**config.mk**
```make
export PLATFORM = sky130hd
export DESIGN_NAME = two_queue_weighted_service
export DESIGN_NICKNAME = d
export VERILOG_FILES = /design/src/rtl/core/tqws_pkg.sv /design/src/rtl/core/two_queue_weighted_service.sv
export SDC_FILE = /design/constraint.sdc
export NUM_CORES = 1
export LEC_CHECK = 0
export BUFFER_PORTS_ARGS = -buffer_cell sky130_fd_sc_hd__buf_2
export CAP_MARGIN = 30
export CORE_ASPECT_RATIO = 2
export CORE_MARGIN = 4
export CORE_UTILIZATION = 50
export DETAILED_ROUTE_END_ITERATION = 6
export PLACE_DENSITY_LB_ADDON = 0.1
export SYNTH_ARGS = -nofsm -noshare
export SYNTH_HDL_FRONTEND = slang
export SYNTH_SLANG_ARGS = --single-unit
```
**constraint.sdc**
```tcl
create_clock -name clk -period 11.2 [get_ports clk]
set_input_delay 1.68 -clock clk [delete_from_list [all_inputs] [get_ports clk]]
set_output_delay 1.68 -clock clk [all_outputs]
set_load 0.03 [all_outputs]
```
**src/rtl/core/tqws_pkg.sv**
```systemverilog
// Shared constants for the two-queue weighted service block.
// Depends on nothing; used by two_queue_weighted_service.
package tqws_pkg;

	localparam int QueueDepth = 16;
	localparam int PtrW = $clog2(QueueDepth);
	localparam int CntW = $clog2(QueueDepth + 1);
	localparam int NumW = 32;
	localparam int LimitW = 4;

	localparam logic [LimitW-1:0] LimitReset = 4'd3;

	localparam logic CmdEnter = 1'b0;
	localparam logic CmdServe = 1'b1;

	localparam logic SelNormal = 1'b0;
	localparam logic SelPref = 1'b1;

	localparam logic [1:0] StEnqueued = 2'd0;
	localparam logic [1:0] StServed = 2'd1;
	localparam logic [1:0] StEmpty = 2'd2;
	localparam logic [1:0] StRejected = 2'd3;

endpackage

```
**src/rtl/core/two_queue_weighted_service.sv**
```systemverilog
// Two FIFO queues (normal, preferential) with weighted service between them.
// Depends on tqws_pkg for depth, widths and command/status codes.
//
// Channel   Direction  Handshake                  Payload
// request   in         start && !busy             command, queue_select, number_in
// result    out        done (one-cycle strobe)    status, served_number, served_from
// config    in         cfg_valid && cfg_ready     cfg_data (pref_run_limit)
//
// One request is taken every cycle; busy stays low.
// Each request gives one result: an input register, then the queue update and
// decision, then the result register.
// Queue storage is plain registers without reset; heads, tails, counts, run counter
// and valid bits are cleared by arst_n, and limit is reset to LimitReset.
// The receiver cannot stall; done marks each result for exactly one cycle.
module two_queue_weighted_service (
	input  logic                             clk,
	input  logic                             arst_n,
	input  logic                             start,
	output logic                             busy,
	input  logic                             command,
	input  logic                             queue_select,
	input  logic signed [tqws_pkg::NumW-1:0] number_in,
	input  logic                             cfg_valid,
	output logic                             cfg_ready,
	input  logic [tqws_pkg::LimitW-1:0]      cfg_data,
	output logic                             done,
	output logic [1:0]                       status,
	output logic signed [tqws_pkg::NumW-1:0] served_number,
	output logic                             served_from
);

	localparam int PtrW = tqws_pkg::PtrW;
	localparam int CntW = tqws_pkg::CntW;
	localparam int NumW = tqws_pkg::NumW;

	// input stage
	logic            valid_s1;
	logic            cmd_s1;
	logic            sel_s1;
	logic [NumW-1:0] num_s1;

	// queue state
	logic [NumW-1:0] n_store_q [tqws_pkg::QueueDepth];
	logic [NumW-1:0] p_store_q [tqws_pkg::QueueDepth];
	logic [PtrW-1:0] n_head_q, n_tail_q, p_head_q, p_tail_q;
	logic [CntW-1:0] n_cnt_q, p_cnt_q;
	logic [tqws_pkg::LimitW-1:0] run_cnt_q;
	logic [tqws_pkg::LimitW-1:0] limit_q;

	// result stage
	logic            valid_s2;
	logic [1:0]      status_s2;
	logic [NumW-1:0] num_s2;
	logic            from_s2;

	logic has_n, has_p, n_full, p_full;
	logic push_n, push_p, serve, pop_n, pop_p, both_wait;
	logic [1:0] status_d;
	logic [NumW-1:0] num_d;

	function automatic logic [PtrW-1:0] ptr_next(input logic [PtrW-1:0] p);
		if (p == PtrW'(tqws_pkg::QueueDepth - 1)) begin
			return '0;
		end
		return p + PtrW'(1);
	endfunction

	assign busy = 1'b0;
	assign cfg_ready = 1'b1;

	always_ff @(posedge clk or negedge arst_n) begin
		if (!arst_n) begin
			valid_s1 <= 1'b0;
		end else begin
			valid_s1 <= start && !busy;
		end
	end

	always_ff @(posedge clk) begin
		if (start && !busy) begin
			cmd_s1 <= command;
			sel_s1 <= queue_select;
			num_s1 <= number_in;
		end
	end

	always_comb begin
		has_n = n_cnt_q != '0;
		has_p = p_cnt_q != '0;
		n_full = n_cnt_q == CntW'(tqws_pkg::QueueDepth);
		p_full = p_cnt_q == CntW'(tqws_pkg::QueueDepth);
		push_n = valid_s1 && cmd_s1 == tqws_pkg::CmdEnter && sel_s1 == tqws_pkg::SelNormal
			&& !n_full;
		push_p = valid_s1 && cmd_s1 == tqws_pkg::CmdEnter && sel_s1 == tqws_pkg::SelPref
			&& !p_full;
		serve = valid_s1 && cmd_s1 == tqws_pkg::CmdServe;
		both_wait = has_n && has_p;
		// prefer the preferential queue until the run reaches the limit
		pop_p = serve && has_p && (!has_n || run_cnt_q < limit_q);
		pop_n = serve && has_n && !pop_p;

		num_d = '0;
		priority if (cmd_s1 == tqws_pkg::CmdEnter) begin
			status_d = (push_n || push_p) ? tqws_pkg::StEnqueued : tqws_pkg::StRejected;
		end else if (pop_p) begin
			status_d = tqws_pkg::StServed;
			num_d = p_store_q[p_head_q];
		end else if (pop_n) begin
			status_d = tqws_pkg::StServed;
			num_d = n_store_q[n_head_q];
		end else begin
			status_d = tqws_pkg::StEmpty;
		end
	end

	always_ff @(posedge clk) begin
		if (push_n) begin
			n_store_q[n_tail_q] <= num_s1;
		end
		if (push_p) begin
			p_store_q[p_tail_q] <= num_s1;
		end
		num_s2 <= num_d;
		status_s2 <= status_d;
		from_s2 <= pop_p;
	end

	always_ff @(posedge clk or negedge arst_n) begin
		if (!arst_n) begin
			n_head_q <= '0;
			n_tail_q <= '0;
			n_cnt_q <= '0;
			p_head_q <= '0;
			p_tail_q <= '0;
			p_cnt_q <= '0;
			run_cnt_q <= '0;
			limit_q <= tqws_pkg::LimitReset;
			valid_s2 <= 1'b0;
		end else begin
			valid_s2 <= valid_s1;
			if (cfg_valid && cfg_ready) begin
				limit_q <= cfg_data;
			end
			if (push_n) begin
				n_tail_q <= ptr_next(n_tail_q);
				n_cnt_q <= n_cnt_q + CntW'(1);
			end
			if (pop_n) begin
				n_head_q <= ptr_next(n_head_q);
				n_cnt_q <= n_cnt_q - CntW'(1);
			end
			if (push_p) begin
				p_tail_q <= ptr_next(p_tail_q);
				p_cnt_q <= p_cnt_q + CntW'(1);
			end
			if (pop_p) begin
				p_head_q <= ptr_next(p_head_q);
				p_cnt_q <= p_cnt_q - CntW'(1);
			end
			// only a contested serve moves the run counter
			if (serve && both_wait) begin
				run_cnt_q <= pop_n ? '0 : run_cnt_q + tqws_pkg::LimitW'(1);
			end
		end
	end

	assign done = valid_s2;
	assign status = status_s2;
	assign served_number = num_s2;
	assign served_from = from_s2;

	// every accepted request yields a result on done
	a_result_follows: assert property (@(posedge clk) disable iff (!arst_n)
		start && !busy |-> ##2 done)
		else $error("request without result");

	// a result that is not a service carries zero payload
	a_idle_payload: assert property (@(posedge clk) disable iff (!arst_n)
		done && status != tqws_pkg::StServed |-> served_number == '0 && !served_from)
		else $error("payload set on non-service result");

	// normal service while both queues wait clears the run
	a_run_clear: assert property (@(posedge clk) disable iff (!arst_n)
		pop_n && both_wait |=> run_cnt_q == '0)
		else $error("run counter not cleared");

	// a queue never holds more than its depth
	a_count_bound: assert property (@(posedge clk) disable iff (!arst_n)
		n_cnt_q <= CntW'(tqws_pkg::QueueDepth) && p_cnt_q <= CntW'(tqws_pkg::QueueDepth))
		else $error("queue occupancy overflow");

endmodule
```
==> impl_metrics.prom, run 1 <==
# TYPE chip_impl_metric gauge
chip_impl_metric{name="final_area",unit="mm²"} 0.0476
chip_impl_metric{name="die_width",unit="µm"} 214
chip_impl_metric{name="vias_per_cell",unit=""} 6.19
chip_impl_metric{name="power.static_leakage",unit="nW"} 15.3
chip_impl_metric{name="irDropWorstVdd",unit="µV"} 135
chip_impl_metric{name="cts-buffers-inserted",unit=""} 96
chip_impl_metric{name="first_pass_iters",unit=""} 5
chip_impl_metric{name="r2r.worst_path.cells",unit=""} 12
chip_impl_info{name="synth_top_cells_by_count",value="edfxtp_1 (1058), mux4_2 (256), a22oi_1 (128), nand2_1 (90), clkbuf_1 (56)"} 1
chip_impl_metric{name="grt_use_total",unit="%"} 22.8
chip_impl_info{name="ys_top_cells_by_area",value="edfxtp_1 (75%), mux4_2 (14%), a22oi_1 (2.3%)"} 1
chip_impl_metric{name="drtIter0Drc",unit=""} 2032
chip_impl_info{name="grt_setup_unrepaired",value="no"} 1
chip_impl_info{name="cp_cell_sequence",value="inv_1 > ha_1 > a2111o_1 > a311oi_4 > buf_4 > inv_1 > fa_1 > inv_1 > a21o_1 > a21oi_1 > mux2i_1 > xnor2_1"} 1
chip_impl_info{name="worst_hold_path_type",value="reg -> reg"} 1
chip_impl_info{name="yosys.cell_count.top_type",value="edfxtp_1"} 1
chip_impl_metric{name="crit_path_max_fanout",unit=""} 43
chip_impl_metric{name="grt_pass1_vias",unit=""} 21100
chip_impl_metric{name="post_dr_wirelength_cell",unit="µm"} 31.8
chip_impl_metric{name="largest_net_degree_at_the_start_of_global_routing",unit=""} 90
chip_impl_metric{name="drive_gt1_share",unit="%"} 28.1
chip_impl_metric{name="routed_wl",unit="µm"} 101000
chip_impl_metric{name="ioPinCount",unit=""} 80
chip_impl_metric{name="dieHeight",unit="µm"} 420
chip_impl_info{name="cts_root_buf",value="clkbuf_16"} 1
chip_impl_info{name="timing.critical_path.to",value="p_cnt_q[4]"} 1
chip_impl_metric{name="worst-path-buf-inv",unit=""} 4
chip_impl_metric{name="ys_ff_latch",unit=""} 1129
chip_impl_metric{name="last_weighted_congestion_value_of_the_routability_driven_placer",unit=""} 0.732
chip_impl_info{name="crit_slowest_cell",value="buf_4"} 1
chip_impl_metric{name="yosysSeqAreaShare",unit="%"} 78.6
chip_impl_metric{name="drc",unit=""} 0
chip_impl_info{name="crit_path_end_kind",value="flip-flop"} 1
chip_impl_metric{name="worst-endpoint-required",unit="ns"} 11.75
chip_impl_metric{name="overall_power",unit="mW"} 11.1
chip_impl_metric{name="htreeDepth",unit=""} 3
chip_impl_metric{name="fin_worst_hold_slack",unit="ns"} 0.462
chip_impl_metric{name="synth_edf_count",unit=""} 1058
chip_impl_metric{name="num_rows",unit=""} 150
chip_impl_metric{name="cts.hold.buffers_added",unit=""} 0
chip_impl_metric{name="place.detailed.hpwl",unit="µm"} 51700
chip_impl_metric{name="clock.fmax",unit="GHz"} 0.284
chip_impl_metric{name="yosysWarnings",unit=""} 0
chip_impl_info{name="worstSetupStartpointType",value="flip-flop"} 1
chip_impl_metric{name="final-setup-viol-count",unit=""} 0
chip_impl_metric{name="max_cap_viol_count",unit=""} 0
chip_impl_metric{name="antenna_found_initial",unit=""} 2
chip_impl_metric{name="area_growth_syn_to_layout",unit="%"} 12.1
chip_impl_info{name="worstReg2RegEnd",value="p_cnt_q[4]"} 1
chip_impl_metric{name="final.setup_skew",unit="ns"} 0.0232
chip_impl_metric{name="grt_first_pass_wirelength",unit="µm"} 147000
chip_impl_metric{name="dr_total_vias",unit=""} 19700
chip_impl_metric{name="floorplan.initialDensity",unit="%"} 50.6
chip_impl_metric{name="timing_worst_slew_pin_value",unit="ns"} 1.03
chip_impl_info{name="criticalPathCategory",value="reg -> reg"} 1
chip_impl_info{name="cts_tree",value="yes"} 1
chip_impl_metric{name="final-max-slew-violation-count",unit=""} 0
chip_impl_metric{name="slew-limit-headroom",unit="%"} 31.0
chip_impl_metric{name="setup_total_neg_slack",unit="ns"} 0
chip_impl_metric{name="synth_cells",unit=""} 1918
chip_impl_metric{name="worst_slack",unit="ns"} 7.68
chip_impl_metric{name="filler_cell_count",unit=""} 6138
chip_impl_metric{name="max-clock-path-buffers",unit=""} 3
chip_impl_metric{name="num-nets-final",unit=""} 2107
chip_impl_metric{name="io_buffers",unit=""} 77
chip_impl_info{name="critPathLaunch",value="limit_q[1]"} 1
chip_impl_metric{name="clkTransAtPathRegs",unit="ns"} 0.07
chip_impl_metric{name="cell_area_placed",unit="mm²"} 0.0444
chip_impl_info{name="cpMostUsedCell",value="inv_1"} 1
chip_impl_metric{name="clock_sink_count",unit=""} 1129
chip_impl_metric{name="combined_area_of_all_synthesized_cells",unit="mm²"} 0.0424
chip_impl_metric{name="synth_area_per_cell",unit="µm²"} 22.1
chip_impl_metric{name="pwr_density_cell",unit="mW/mm²"} 234
chip_impl_metric{name="hold_violations",unit=""} 0
chip_impl_info{name="yosysTopAreaCell",value="edfxtp_1"} 1
chip_impl_metric{name="layoutNonFillerInstCount",unit=""} 3183
chip_impl_metric{name="dpl.cell_count",unit=""} 3007
chip_impl_metric{name="ys_async_sr_fraction",unit="%"} 3.19
chip_impl_metric{name="final.period_utilization",unit="%"} 31.5
chip_impl_metric{name="syn_nets",unit=""} 1982
chip_impl_info{name="crit_family",value="buffers and inverters"} 1
chip_impl_metric{name="layout_min_cycle_time",unit="ns"} 3.52
chip_impl_metric{name="crit_arrival",unit="ns"} 4.07
chip_impl_metric{name="core_area",unit="mm²"} 0.0839
chip_impl_info{name="regToRegStartpoint",value="limit_q[1]"} 1
chip_impl_metric{name="die-area",unit="mm²"} 0.0899
chip_impl_metric{name="postCtsResizedCells",unit=""} 0
chip_impl_metric{name="path_depth",unit=""} 12
chip_impl_metric{name="netlist.area_leader.share",unit="%"} 74.9
chip_impl_info{name="status",value="finished, final reports clean"} 1
chip_impl_metric{name="post-place-ws",unit="ns"} 7.68
chip_impl_info{name="synthFlopType",value="edfxtp_1"} 1
chip_impl_metric{name="finish.utilization",unit="%"} 56.7
chip_impl_metric{name="residual_overflow_from_global_routing",unit=""} 0
chip_impl_metric{name="regToRegSetupSlack",unit="ns"} 7.68
chip_impl_metric{name="antenna_diode_instance_count",unit=""} 0
chip_impl_metric{name="cts_setup_buffers",unit=""} 0
chip_impl_metric{name="drt.antenna.violating_nets",unit=""} 0
chip_impl_metric{name="cp_slowest_stage_delay",unit="ns"} 0.68
chip_impl_metric{name="insertion_delay",unit="ns"} 0.67
chip_impl_metric{name="netlist-cell-type-count",unit=""} 43
[sequential cells by signal, indices dropped and copies added (netlist names)]
| signal | flops |
|---|---|
| n_store_q | 512 |
| limit_q | 4 |
| p_store_q | 512 |
| run_cnt_q | 4 |
| cmd_s1 | 1 |
| done | 1 |
| n_cnt_q | 5 |
| served_number | 32 |
| p_cnt_q | 5 |
| p_head_q | 4 |
| sel_s1 | 1 |
| status | 2 |
| valid_s1 | 1 |
| num_s1 | 32 |
| served_from | 1 |
| n_tail_q | 4 |
| n_head_q | 4 |
| p_tail_q | 4 |
[report_power, final]
group	internal, mW	total (mW)	switching, mW
registers	4.85	5.10	0.249
logic	1.22	2.68	1.45
clock network	1.87	3.34	1.48
[worst min path at each step]
stage / start / to / slack (ns) / cells after the start
detailed placement: valid_s1 / done / 0.45 / 0
CTS: valid_s1 / done / 0.46 / 0
finish: valid_s1 / done / 0.46 / 0
global placement: valid_s1 / done / 0.44 / 0
floorplan: valid_s1 / done / 0.41 / 0
global route: valid_s1 / done / 0.48 / 0
[cell type report]
type	count	area [µm²]	area share, %
Inverter	15	56.3	0.118
Clock buffer	128	2680	5.62
Timing Repair Buffer	133	878	1.85
Sequential cell	1129	33400	70.2
Tap cell	1064	1330	2.80
Clock inverter	46	454	0.954
Multi-Input combinational cell	668	8800	18.5
[layout by cell type, fill, tap and decap left out, types with 15 or more instances in the layout]
cell type,synthesis,layout
edfxtp_1,1058,1058
clkbuf_1,56,19
clkinv_2,0,26
mux4_2,256,256
clkbuf_16,0,98
a22o_1,36,36
buf_2,30,77
nand2_1,90,90
a22oi_1,128,128
inv_1,15,15
buf_4,6,52
dfxtp_1,35,35
ha_1,20,20
nor2_4,0,26
dfrtp_1,34,30
[routing by layer]
metal | vias to the layer above | part of all wire [%] | GRT usage (%)
met1 | 10700 | 37 | 28.1
met5 | - | 0 | 0
met2 | 635 | 56 | 42.5
met3 | 126 | 5.3 | 3.28
met4 | 0 | 2.1 | 5.91
li1 | 8258 | - | -
[cell families after synthesis]
group	after synthesis	share of synthesized area (%)
buffers and inverters	121	1.26
AOI/OAI and AO/OA	201	3.57
and+or+nand+nor	162	1.64
DFF	1129	78.6
adders and majority gates	22	0.684
xor gates and xnor gates	12	0.248
muxes	269	13.9
other	2	0.0177
Power figures use the tool's default switching activity.
==> run 2: changes to the inputs <==
==> constraint.sdc (replaced) <==
create_clock -name clk -period 2.8 [get_ports clk]
set_input_delay 0.42 -clock clk [delete_from_list [all_inputs] [get_ports clk]]
set_output_delay 0.42 -clock clk [all_outputs]
set_load 0.03 [all_outputs]
==> impl_metrics.prom, run 2 (same netlist as run 1, synthesis figures left out) <==
# TYPE chip_impl_metric gauge
chip_impl_info{name="status",value="finished, final reports clean"} 1
chip_impl_metric{name="timing_worst_slew_pin_value",unit="ns"} 1.06
chip_impl_metric{name="die-area",unit="mm²"} 0.0899
chip_impl_metric{name="grt_pass1_vias",unit=""} 21800
chip_impl_metric{name="drtIter0Drc",unit=""} 1874
chip_impl_metric{name="die_width",unit="µm"} 214
chip_impl_metric{name="final.period_utilization",unit="%"} 99.1
chip_impl_info{name="largest_registers",value="n_store_q x512, p_store_q x512"} 1
chip_impl_metric{name="worst_slack",unit="ns"} 0.0239
chip_impl_info{name="grt_setup_unrepaired",value="yes"} 1
chip_impl_metric{name="post-place-ws",unit="ns"} -0.269
chip_impl_info{name="final_cell_mix",value="edfxtp_1 (1058), mux4_2 (256), a22oi_1 (128)"} 1
chip_impl_metric{name="finish.utilization",unit="%"} 59.5
chip_impl_metric{name="slew-limit-headroom",unit="%"} 29.5
chip_impl_metric{name="grt_first_pass_wirelength",unit="µm"} 151000
chip_impl_metric{name="power.combinational.fraction",unit="%"} 26.0
chip_impl_info{name="crit_path_end_kind",value="flip-flop"} 1
chip_impl_info{name="highest-signal-layer",value="met4"} 1
chip_impl_metric{name="first_pass_iters",unit=""} 5
chip_impl_metric{name="post_dr_wirelength_cell",unit="µm"} 31.4
chip_impl_metric{name="power.static_leakage",unit="nW"} 16.3
chip_impl_metric{name="area_growth_syn_to_layout",unit="%"} 17.6
chip_impl_metric{name="met1_length",unit="µm"} 37300
chip_impl_metric{name="last_weighted_congestion_value_of_the_routability_driven_placer",unit=""} 0.776
chip_impl_metric{name="core_area",unit="mm²"} 0.0839
chip_impl_metric{name="dr_wl_met2",unit="µm"} 59900
chip_impl_metric{name="place.detailed.hpwl",unit="µm"} 62600
chip_impl_metric{name="dr_total_vias",unit=""} 20200
chip_impl_metric{name="max_cap_viol_count",unit=""} 0
chip_impl_metric{name="grt_use_total",unit="%"} 23.4
chip_impl_info{name="worstSetupStartpointType",value="flip-flop"} 1
chip_impl_metric{name="clkTransAtPathRegs",unit="ns"} 0.07
chip_impl_metric{name="clock.fmax",unit="GHz"} 0.360
chip_impl_info{name="criticalPathCategory",value="reg -> reg"} 1
chip_impl_info{name="mostFrequentLayoutCell",value="edfxtp_1"} 1
chip_impl_metric{name="clock_sink_count",unit=""} 1129
chip_impl_metric{name="layout_min_cycle_time",unit="ns"} 2.78
chip_impl_metric{name="setup_total_neg_slack",unit="ns"} 0
chip_impl_metric{name="cts-buffers-inserted",unit=""} 95
chip_impl_metric{name="worst-endpoint-required",unit="ns"} 3.34
chip_impl_metric{name="num-nets-final",unit=""} 2238
chip_impl_metric{name="largest_net_degree_at_the_start_of_global_routing",unit=""} 43
chip_impl_metric{name="drc",unit=""} 0
chip_impl_metric{name="routed_wl",unit="µm"} 104000
chip_impl_metric{name="pwr_density_cell",unit="mW/mm²"} 940
chip_impl_metric{name="residual_overflow_from_global_routing",unit=""} 0
chip_impl_metric{name="crit_path_max_fanout",unit=""} 3
chip_impl_metric{name="insertion_delay",unit="ns"} 0.71
chip_impl_metric{name="filler_cell_count",unit=""} 5958
chip_impl_metric{name="num_rows",unit=""} 150
chip_impl_metric{name="htreeDepth",unit=""} 3
chip_impl_metric{name="antenna_found_initial",unit=""} 5
chip_impl_metric{name="final-max-slew-violation-count",unit=""} 0
chip_impl_info{name="cts_root_buf",value="clkbuf_16"} 1
chip_impl_metric{name="p_seq_share",unit="%"} 43.7
chip_impl_metric{name="floorplan.initialDensity",unit="%"} 50.6
chip_impl_metric{name="clock_power_share",unit="%"} 30.3
chip_impl_metric{name="final-setup-viol-count",unit=""} 0
chip_impl_metric{name="internal_power",unit="mW"} 33.3
chip_impl_metric{name="fin_worst_hold_slack",unit="ns"} 0.0778
chip_impl_metric{name="met3_length",unit="µm"} 5210
chip_impl_metric{name="final.setup_skew",unit="ns"} 0.0620
chip_impl_info{name="cts_tree",value="yes"} 1
chip_impl_info{name="worst_hold_path_type",value="in -> reg"} 1
chip_impl_metric{name="max-clock-path-buffers",unit=""} 3
chip_impl_metric{name="ioPinCount",unit=""} 80
chip_impl_metric{name="irDropWorstVdd",unit="µV"} 656
chip_impl_metric{name="io_buffers",unit=""} 77
chip_impl_metric{name="drt.antenna.violating_nets",unit=""} 0
chip_impl_metric{name="crit_arrival",unit="ns"} 3.32
chip_impl_metric{name="power.net_switching",unit="mW"} 13.6
chip_impl_metric{name="vias_per_cell",unit=""} 6.10
chip_impl_metric{name="switching_share",unit="%"} 29.0
chip_impl_metric{name="hold_violations",unit=""} 0
chip_impl_metric{name="drive_gt1_share",unit="%"} 31.0
chip_impl_metric{name="dieHeight",unit="µm"} 420
## run 2: final timing paths
check	from	endpoint	slack, ns	cells after the start
worst max register to register	limit_q[1]	p_cnt_q[3]	0.02	11
worst max-delay path	limit_q[1]	p_cnt_q[3]	0.02	11
min in group asynchronous	arst_n	p_tail_q[2]	0.35	2
worst min-delay path	cfg_valid	limit_q[3]	0.08	2
worst min register to register	valid_s1	done	0.45	0
max in group asynchronous	arst_n	n_tail_q[3]	1.77	3
## run 2: power groups by stage
stage                     combinational, mW  sequential (mW)  clock [mW]
after global routing                   13.0             20.6        15.2
after detailed placement               12.0             21.0           0
after global placement                 11.9             20.9           0
after floorplan                        7.81             20.5           0
final                                  12.2             20.5        14.2
after CTS                              12.2             20.6        14.5
## run 2: repair_timing
| item | CTS | global route |
|---|---|---|
| setup buffers | 5 | 1 |
| endpoints found under the hold margin | 68 | 0 |
| hold buffers | 40 | 0 |
| setup endpoints to repair | 5 | 4 |
| resized for setup | 14 | 1 |
| pin swaps | 9 | 5 |
## run 2: layout make-up
cell class	instances	area (µm²)	area share, %
Multi-Input combinational cell	668	8930	17.9
Sequential cell	1129	33400	66.9
Tap cell	1064	1330	2.67
Timing Repair Buffer	265	2790	5.60
Clock inverter	63	878	1.76
Inverter	15	56.3	0.113
Antenna cell	3	7.51	0.0150
Clock buffer	114	2520	5.05
## run 2: through the flow
step | power, mW | cells | instance area, µm²
6_report | 46.9 | 3321 | 49900
5_1_grt | 48.8 | 3318 | 49900
4_1_cts | 47.3 | 3304 | 49500
3_5_place_dp | 33.0 | 3082 | 45600
3_3_place_gp | 32.8 | 3081 | 45600
2_1_floorplan | 28.4 | 1918 | 42500
## run 2: routing by layer
layer  up-vias  track usage, %
met1     11000            27.8
met3       124            3.47
met2       620            45.1
met5         -               0
met4         0            5.45
li1       8530               -
## run 2: critical path, cell delays in order, from the launching register on
cell and delay [ns]:
dfstp_2 0.53, inv_2 0.05, ha_4 0.20, a2111o_1 0.43
a311oi_4 0.31, buf_4 0.20, buf_6 0.10, ha_4 0.18
a21o_1 0.16, a21oi_2 0.13, xnor2_1 0.10, mux2_4 0.28
